===== src/sv/mma_pkg.sv =====
// Shared types and constants of the multichannel moving-average filter.
`default_nettype none
package mma_pkg;
	localparam int unsigned SAMPLE_W   = 16;
	localparam int unsigned TAG_W      = 2;
	localparam int unsigned WIN_W      = 7;
	localparam int unsigned N_CHANNELS = 10;

	typedef logic signed [SAMPLE_W-1:0] sample_t;
	typedef logic [TAG_W-1:0] tag_t;
	typedef logic [WIN_W-1:0] win_t;
endpackage
`default_nettype wire


===== src/sv/mma_front.sv =====
// Front end: writes samples into the ring store and queues one request per item.
`default_nettype none
module mma_front #(
	parameter int unsigned MAX_WINDOW = 64,
	parameter int unsigned RING_DEPTH = 128,
	parameter int unsigned CHANNELS   = 10,
	parameter int unsigned SLOT_W     = 7,
	parameter int unsigned CNT_W      = 7
) (
	input  wire                           clk,
	input  wire                           arst_n,
	input  wire                           push,
	output logic                          full,
	input  wire  [CHANNELS*16-1:0]        samples,
	input  wire  [3:0]                    tags,
	input  wire  [mma_pkg::WIN_W-1:0]     window_count,
	// request queue read side
	output logic                          req_valid,
	output logic [CNT_W-1:0]              req_count,
	output logic [SLOT_W-1:0]             req_slot,
	output logic [3:0]                    req_tags,
	input  wire                           req_take,
	// store write port
	output logic                          wr_en,
	output logic [SLOT_W-1:0]             wr_slot,
	output logic [CHANNELS*16-1:0]        wr_data
);
	import mma_pkg::*;

	localparam int unsigned QD = 2;
	localparam int unsigned REQ_W = CNT_W + SLOT_W + 4;

	logic [SLOT_W-1:0] slot_q;
	logic [CNT_W-1:0]  held_q;
	logic [CNT_W-1:0]  win_eff;
	logic [CNT_W-1:0]  held_next;
	logic [REQ_W-1:0]  fifo_q [QD];
	logic              rp_q, wp_q;
	logic [1:0]        cnt_q;
	logic              acc;

	always_comb begin
		if (32'(window_count) > MAX_WINDOW)
			win_eff = CNT_W'(MAX_WINDOW);
		else
			win_eff = CNT_W'(window_count);
		if (held_q >= win_eff)
			held_next = win_eff;
		else
			held_next = held_q + 1'b1;
	end

	assign full = (cnt_q == 2'(QD));
	assign acc  = push && !full;
	assign wr_en   = acc;
	assign wr_slot = slot_q;
	assign wr_data = samples;
	assign req_valid = (cnt_q != 2'd0);
	assign {req_count, req_slot, req_tags} = fifo_q[rp_q];

	always_ff @(posedge clk or negedge arst_n) begin
		if (!arst_n) begin
			slot_q <= '0;
			held_q <= '0;
			rp_q   <= 1'b0;
			wp_q   <= 1'b0;
			cnt_q  <= '0;
		end else begin
			if (acc) begin
				// advance the ring; the slot after the newest is the end of the window
				slot_q <= (slot_q == SLOT_W'(RING_DEPTH - 1)) ? '0 : slot_q + 1'b1;
				held_q <= held_next;
				wp_q   <= ~wp_q;
			end
			if (req_valid && req_take)
				rp_q <= ~rp_q;
			cnt_q <= cnt_q + 2'(acc) - 2'(req_valid && req_take);
		end
	end

	always_ff @(posedge clk) begin
		if (acc)
			fifo_q[wp_q] <= {held_next,
				(slot_q == SLOT_W'(RING_DEPTH - 1)) ? SLOT_W'(0) : slot_q + 1'b1, tags};
	end

`ifndef SYNTH
	a_cnt_range: assert property (@(posedge clk) disable iff (!arst_n) cnt_q <= 2'(QD))
		else $error("request queue overflow");
	a_held_cap: assert property (@(posedge clk) disable iff (!arst_n)
		acc |=> held_q <= CNT_W'(MAX_WINDOW))
		else $error("held count above maximum");
	a_no_push_full: assert property (@(posedge clk) disable iff (!arst_n)
		full |-> !acc)
		else $error("accepted while full");
`endif
endmodule
`default_nettype wire


===== config.mk =====
export PLATFORM = sky130hd
export DESIGN_NAME = mma_front
export DESIGN_NICKNAME = d
export VERILOG_FILES = /design/src/sv/mma_pkg.sv /design/src/sv/mma_front.sv
export SDC_FILE = /design/constraint.sdc
export NUM_CORES = 1
export LEC_CHECK = 0
export ABC_AREA = 1
export BUFFER_PORTS_ARGS = -buffer_cell sky130_fd_sc_hd__buf_2
export CAP_MARGIN = 20
export CORE_AREA = 2 2 143 145
export CTS_CLUSTER_DIAMETER = 200
export DETAILED_ROUTE_END_ITERATION = 12
export DIE_AREA = 0 0 145 147
export SLEW_MARGIN = 20
export SYNTH_ARGS = -nofsm -noshare
export SYNTH_HDL_FRONTEND = slang
export SYNTH_SLANG_ARGS = --single-unit

===== constraint.sdc =====
create_clock -name clk -period 2.6 [get_ports clk]
set_clock_uncertainty 0.05 [all_clocks]
set_input_delay 0.52 -clock clk [delete_from_list [all_inputs] [get_ports clk]]
set_output_delay 0.52 -clock clk [all_outputs]
set_load 0.05 [all_outputs]

Word level (Yosys, flattened, before mapping)
Memory sizes are Yosys's and may differ from the RTL's.
Index checks and enable logic that the tools add are counted.
{ "classes": {"n_lt_le_gt_ge": 2, "n_bitwise": 2, "reduce_logical": 4, "n_addsub": 4, "eq_ne": 2, "muxes": 5} }
{ "op_table": {"columns": ["operator", "n"], "rows": [
  ["$mux W7", 3],
  ["$add A7 B1 Y7 const B", 2],
  ["$eq A7 B7 Y1 const B", 1],
  ["$ge A7 B7 Y1", 1],
  ["$gt A7 B7 Y1 const B", 1],
  ["$add A2 B1 Y2", 1],
  ["$eq A2 B2 Y1 const B", 1],
  ["$logic_and A1 B1 Y1", 2],
  ["$mux W1", 2],
  ["$not A1 Y1", 2],
  ["$reduce_bool A2 Y1", 1],
  ["$sub A2 B1 Y2", 1],
  ["$logic_not A1 Y1", 1]
]} }
{ "totals": {"input_bits": 175, "elab_cells": 25, "mem_count": 1, "ram_bits": 36, "ff_bits": 18} }
{ "mem_list": {"columns": ["name", "depth", "width", "read_ports", "rd_clocked_by_memory_dff", "write_ports", "line_no", "text"], "rows": [
  ["fifo_q", 2, 18, 1, 0, 1, "mma_front.sv:37", "logic [REQ_W-1:0] fifo_q [QD];"]
]} }

Logic depth before layout (Yosys ltp)
{ "depth": {"ltp_word": 5, "depth_mapped": 16, "mapped_depth_nobuf": 16} }

Worst setup path before layout
OpenSTA, ideal clock, no wires.
{ "synth_timing": {"path_kind": "input-to-reg", "startpoint": "input port window_count[4] in the netlist's numbering", "endpoint": "memory fifo_q[0][11] in the netlist's numbering, data pin", "arrival_ps": 1810, "path_stages": 10, "slack_ps": 482, "setup_ps": 258, "t_required_ps": 2292, "path_buffers": 0, "path_cell_list": "nor2_1 nand3_1 nand2_1 nand2_1 ha_1 nand2_1 nand2_1 a21oi_4 nand3_1 and2_1"} }
{ "synth_between": {"elab_chain_len": 4} }
{ "synth_rtl": {"columns": ["item", "line_no", "text"], "rows": [
  ["start, declared", "mma_front.sv:16", "input wire [mma_pkg::WIN_W-1:0] window_count,"],
  ["$gt A7 B7 Y1", "mma_front.sv:43", "if (32'(window_count) > MAX_WINDOW)"],
  ["$mux W7 *", "mma_front.sv:43", null],
  ["$ge A7 B7 Y1", "mma_front.sv:47", "if (held_q >= win_eff)"],
  ["$mux W7 *", "mma_front.sv:47", null],
  ["named net held_next[0]", "mma_front.sv:36", "logic [CNT_W-1:0] held_next;"],
  ["end, declared", "mma_front.sv:37", null]
]} }
The timed path passes the listed nets; every way through them passes the cells marked *.

Worst setup path after layout
{ "layout_timing": {"startpoint": "register rp_q", "endpoint": "output port req_count[5]"} }
{ "layout_between": {"elab_chain_len": 1} }
{ "layout_rtl": {"columns": ["item", "line_no", "text"], "rows": [
  ["start, declared", "mma_front.sv:38", "logic rp_q, wp_q;"],
  ["start signal, assigned", "mma_front.sv:76", "rp_q <= ~rp_q;"],
  ["$mem_v2 Z2 W18", null, null],
  ["end, declared", "mma_front.sv:19", "output logic [CNT_W-1:0] req_count,"]
]} }
No other way between the ends.

==> results.py <==
metrics = {
    "cells_and_area": {
        "areaGrowthSynthToFinish_pct": -12.5,
        "final_common_cell": "nand2_1",
        "nFillCells": 2211,
        "drive_above_1_share_pct": 21.0,
        "post-route-util_pct": 16.9,
        "antenna_cells": 0,
        "nets": 514,
        "layout_common_cells": "nand2_1, buf_2, edfxtp_1, inv_1, nand3_1",
    },
    "logic_synthesis": {
        "muxShareOfSynthArea_pct": 0,
        "synth-compound-area-share_pct": 1.92,
        "synthesis.area_sq_um": 3840,
        "synth_top_family_by_area": "buffers and inverters",
        "synth_xor_xnor_area_share_pct": 1.82,
        "syn-instance-count": 439,
        "yosys_warnings": 0,
        "yosys.area_share.simple_pct": 18.4,
        "synth-seq-cells": 54,
        "syn_nets": 625,
        "yosysUniqueCellTypes": 27,
        "synthAdderAreaFrac_pct": 3.58,
        "avgSynthCellArea_sq_um": 8.75,
        "seq_area_frac_synth_pct": 39.9,
    },
    "clock_tree": {
        "cts_resized": 0,
        "clk_pin_slew_ns": 0.07,
        "htreeDepth": 2,
        "cts_sinks": 54,
        "holdBufCountCts": 0,
        "cts_tree": "built",
        "clock_path_buffers": 2,
        "post_cts_buffers": 0,
        "cts_root_buf": "clkbuf_16",
        "cts_made_buffers": 5,
        "insertion_delay_ns": 0.29,
    },
    "global_routing": {
        "grt_max_degree": 20,
        "gr-usage-all-layers_pct": 12.8,
        "grt_pass1_wl_um": 18700,
        "grt_pass1_vias": 2084,
        "antenna_found_initial": 1,
        "grt_overflow_total": 0,
    },
    "job": {
        "maxCapViolations": 0,
    },
    "floorplanning": {
        "die_area_sq_um": 21300,
        "die_height_um": 147,
        "start_util_pct": 19.4,
        "num_rows": 52,
        "dieWidth_um": 145,
        "num_io_pins": 363,
        "coreArea_sq_um": 19800,
    },
    "timing": {
        "setup_viol": 0,
        "slew_headroom_pct": 69.0,
        "worst_pin_slew_ns": 0.465,
        "rsz0062_at_grt": "no",
        "hold_violations": 0,
        "fmax_ghz": 0.466,
        "post-route-period-util_pct": 82.6,
        "finalSetupTns_ns": 0,
        "drv_slew": 0,
        "holdWs_ns": 0.126,
        "timing.final.crit_period_ns": 2.15,
    },
    "worst_setup_path": {
        "path_buf_inv": 2,
        "ff2ff_setup_slack_ns": 0.77,
        "cpPeakStageDelay_ns": 0.38,
        "crit_chain": "inv_2 > nand2_1 > nand2_1 > buf_2",
        "crit_type": "reg2out",
        "crit_arrival_ns": 1.58,
        "crit_path_start_kind": "register",
        "endpoint_kind": "output pin",
        "required_ns": 2.03,
        "critPathSlowestCell": "dfrtp_1",
        "cp.depth": 4,
        "critPathMaxFanout": 19,
        "ff2ff_path_depth": 6,
        "critPathTopFamily": "buffers and inverters",
        "crit_path_frequent_cell": "nand2_1",
        "worstSetupStartpoint": "rp_q",
        "r2r-start": "held_q[4]",
        "r2r_end": "fifo_q[1][12]",
    },
    "place": {
        "portBuffers": 42,
        "gp_congestion": 0.859,
        "hpwl_um": 12600,
    },
    "drt": {
        "drt_iter0_markers": 85,
        "totalWireLength_um": 14200,
        "ant_nets": 0,
        "first_pass_iters": 4,
        "vias": 2149,
        "drc_errors": 0,
        "routedWlPerCell_um": 23.7,
        "via_per_inst": 3.59,
    },
    "pwr": {
        "peakVddDrop_uv": 339,
        "power_density_nw_per_um2": 1420,
        "total_power_uw": 4770,
        "leakage_uw": 0.00153,
    },
    "status": {
        "status": "finished, final reports clean",
    },
    "worst_hold_path": {
        "worstHoldPathType": "in2async",
    },
}
## flip-flops by register name (all words and copies together) (netlist names)
name,count
wp_q,1
held_q,7
wr_slot,7
fifo_q,36
rp_q,1
cnt_q,2
## stage by stage
| stage | cell area (sq um) | setup WS [ns] | std cells |
|---|---|---|---|
| detailed placement | 3200 | 0.195 | 591 |
| CTS | 3360 | 0.407 | 599 |
| floorplan | 3840 | 0.482 | 439 |
| finish | 3360 | 0.453 | 599 |
| global placement | 3200 | 0.235 | 591 |
| global route | 3360 | 0.318 | 599 |
## cells by family (layout without fill, tap and decap cells)
group	Yosys count	in the layout
buffers and inverters	189	79
XOR/XNOR	8	8
adder cells (fa/ha/maj)	11	11
flip-flops	54	54
AO/OA/AOI/OAI	9	9
AND/OR/NAND/NOR	168	168
## where the power goes
| part | switching [uW] | leakage, uW | internal (uW) |
|---|---|---|---|
| clock network | 289 | 0.0000771 | 455 |
| logic | 1830 | 0.000895 | 628 |
| registers | 202 | 0.000563 | 1360 |
## metal layers
layer,GRT usage (%),part of all wire [%]
met1,8.42,23
met2,20.9,47
met3,17.3,28
met4,2.82,1.5
met5,0,0
## how the worst max path moves through the flow
stage / to / slack [ns]
after floorplan: fifo_q[0][11] / 0.48
after global placement: fifo_q[0][14] / 0.24
after detailed placement: fifo_q[1][11] / 0.19
after CTS: req_slot[4] / 0.41
after global routing: fifo_q[0][11] / 0.32
final: req_count[5] / 0.45
## cell usage after synthesis (all sizes together)
| master | instances | share of area [%] |
|---|---|---|
| a21oi | 2 | 0.55 |
| xnor2 | 2 | 0.46 |
| xor2 | 6 | 1.4 |
| buf | 165 | 32 |
| and2 | 6 | 0.98 |
| nand3b | 1 | 0.20 |
| nand2 | 124 | 13 |
| ha | 11 | 3.6 |
| nand4 | 2 | 0.49 |
| o21bai | 2 | 0.39 |
| inv | 24 | 2.3 |
| o21ai | 4 | 0.81 |
| a31oi | 1 | 0.16 |
| nand3 | 19 | 2.5 |
| nor2 | 16 | 1.6 |
| edfxtp | 36 | 28 |
| dfrtp | 18 | 12 |
## area by class of cell
type                       instances  area, sq um  share of cell area [%]
sequential                        54         1530                    45.6
multi-input combinational        196          988                    29.4
tap                              270          338                    10.0
timing repair buffer              47          248                    7.37
clock buffer                       6          129                    3.83
inverter                          24         90.1                    2.68
clock inverter                     2         37.5                    1.12
Power figures use the tool's default switching activity.
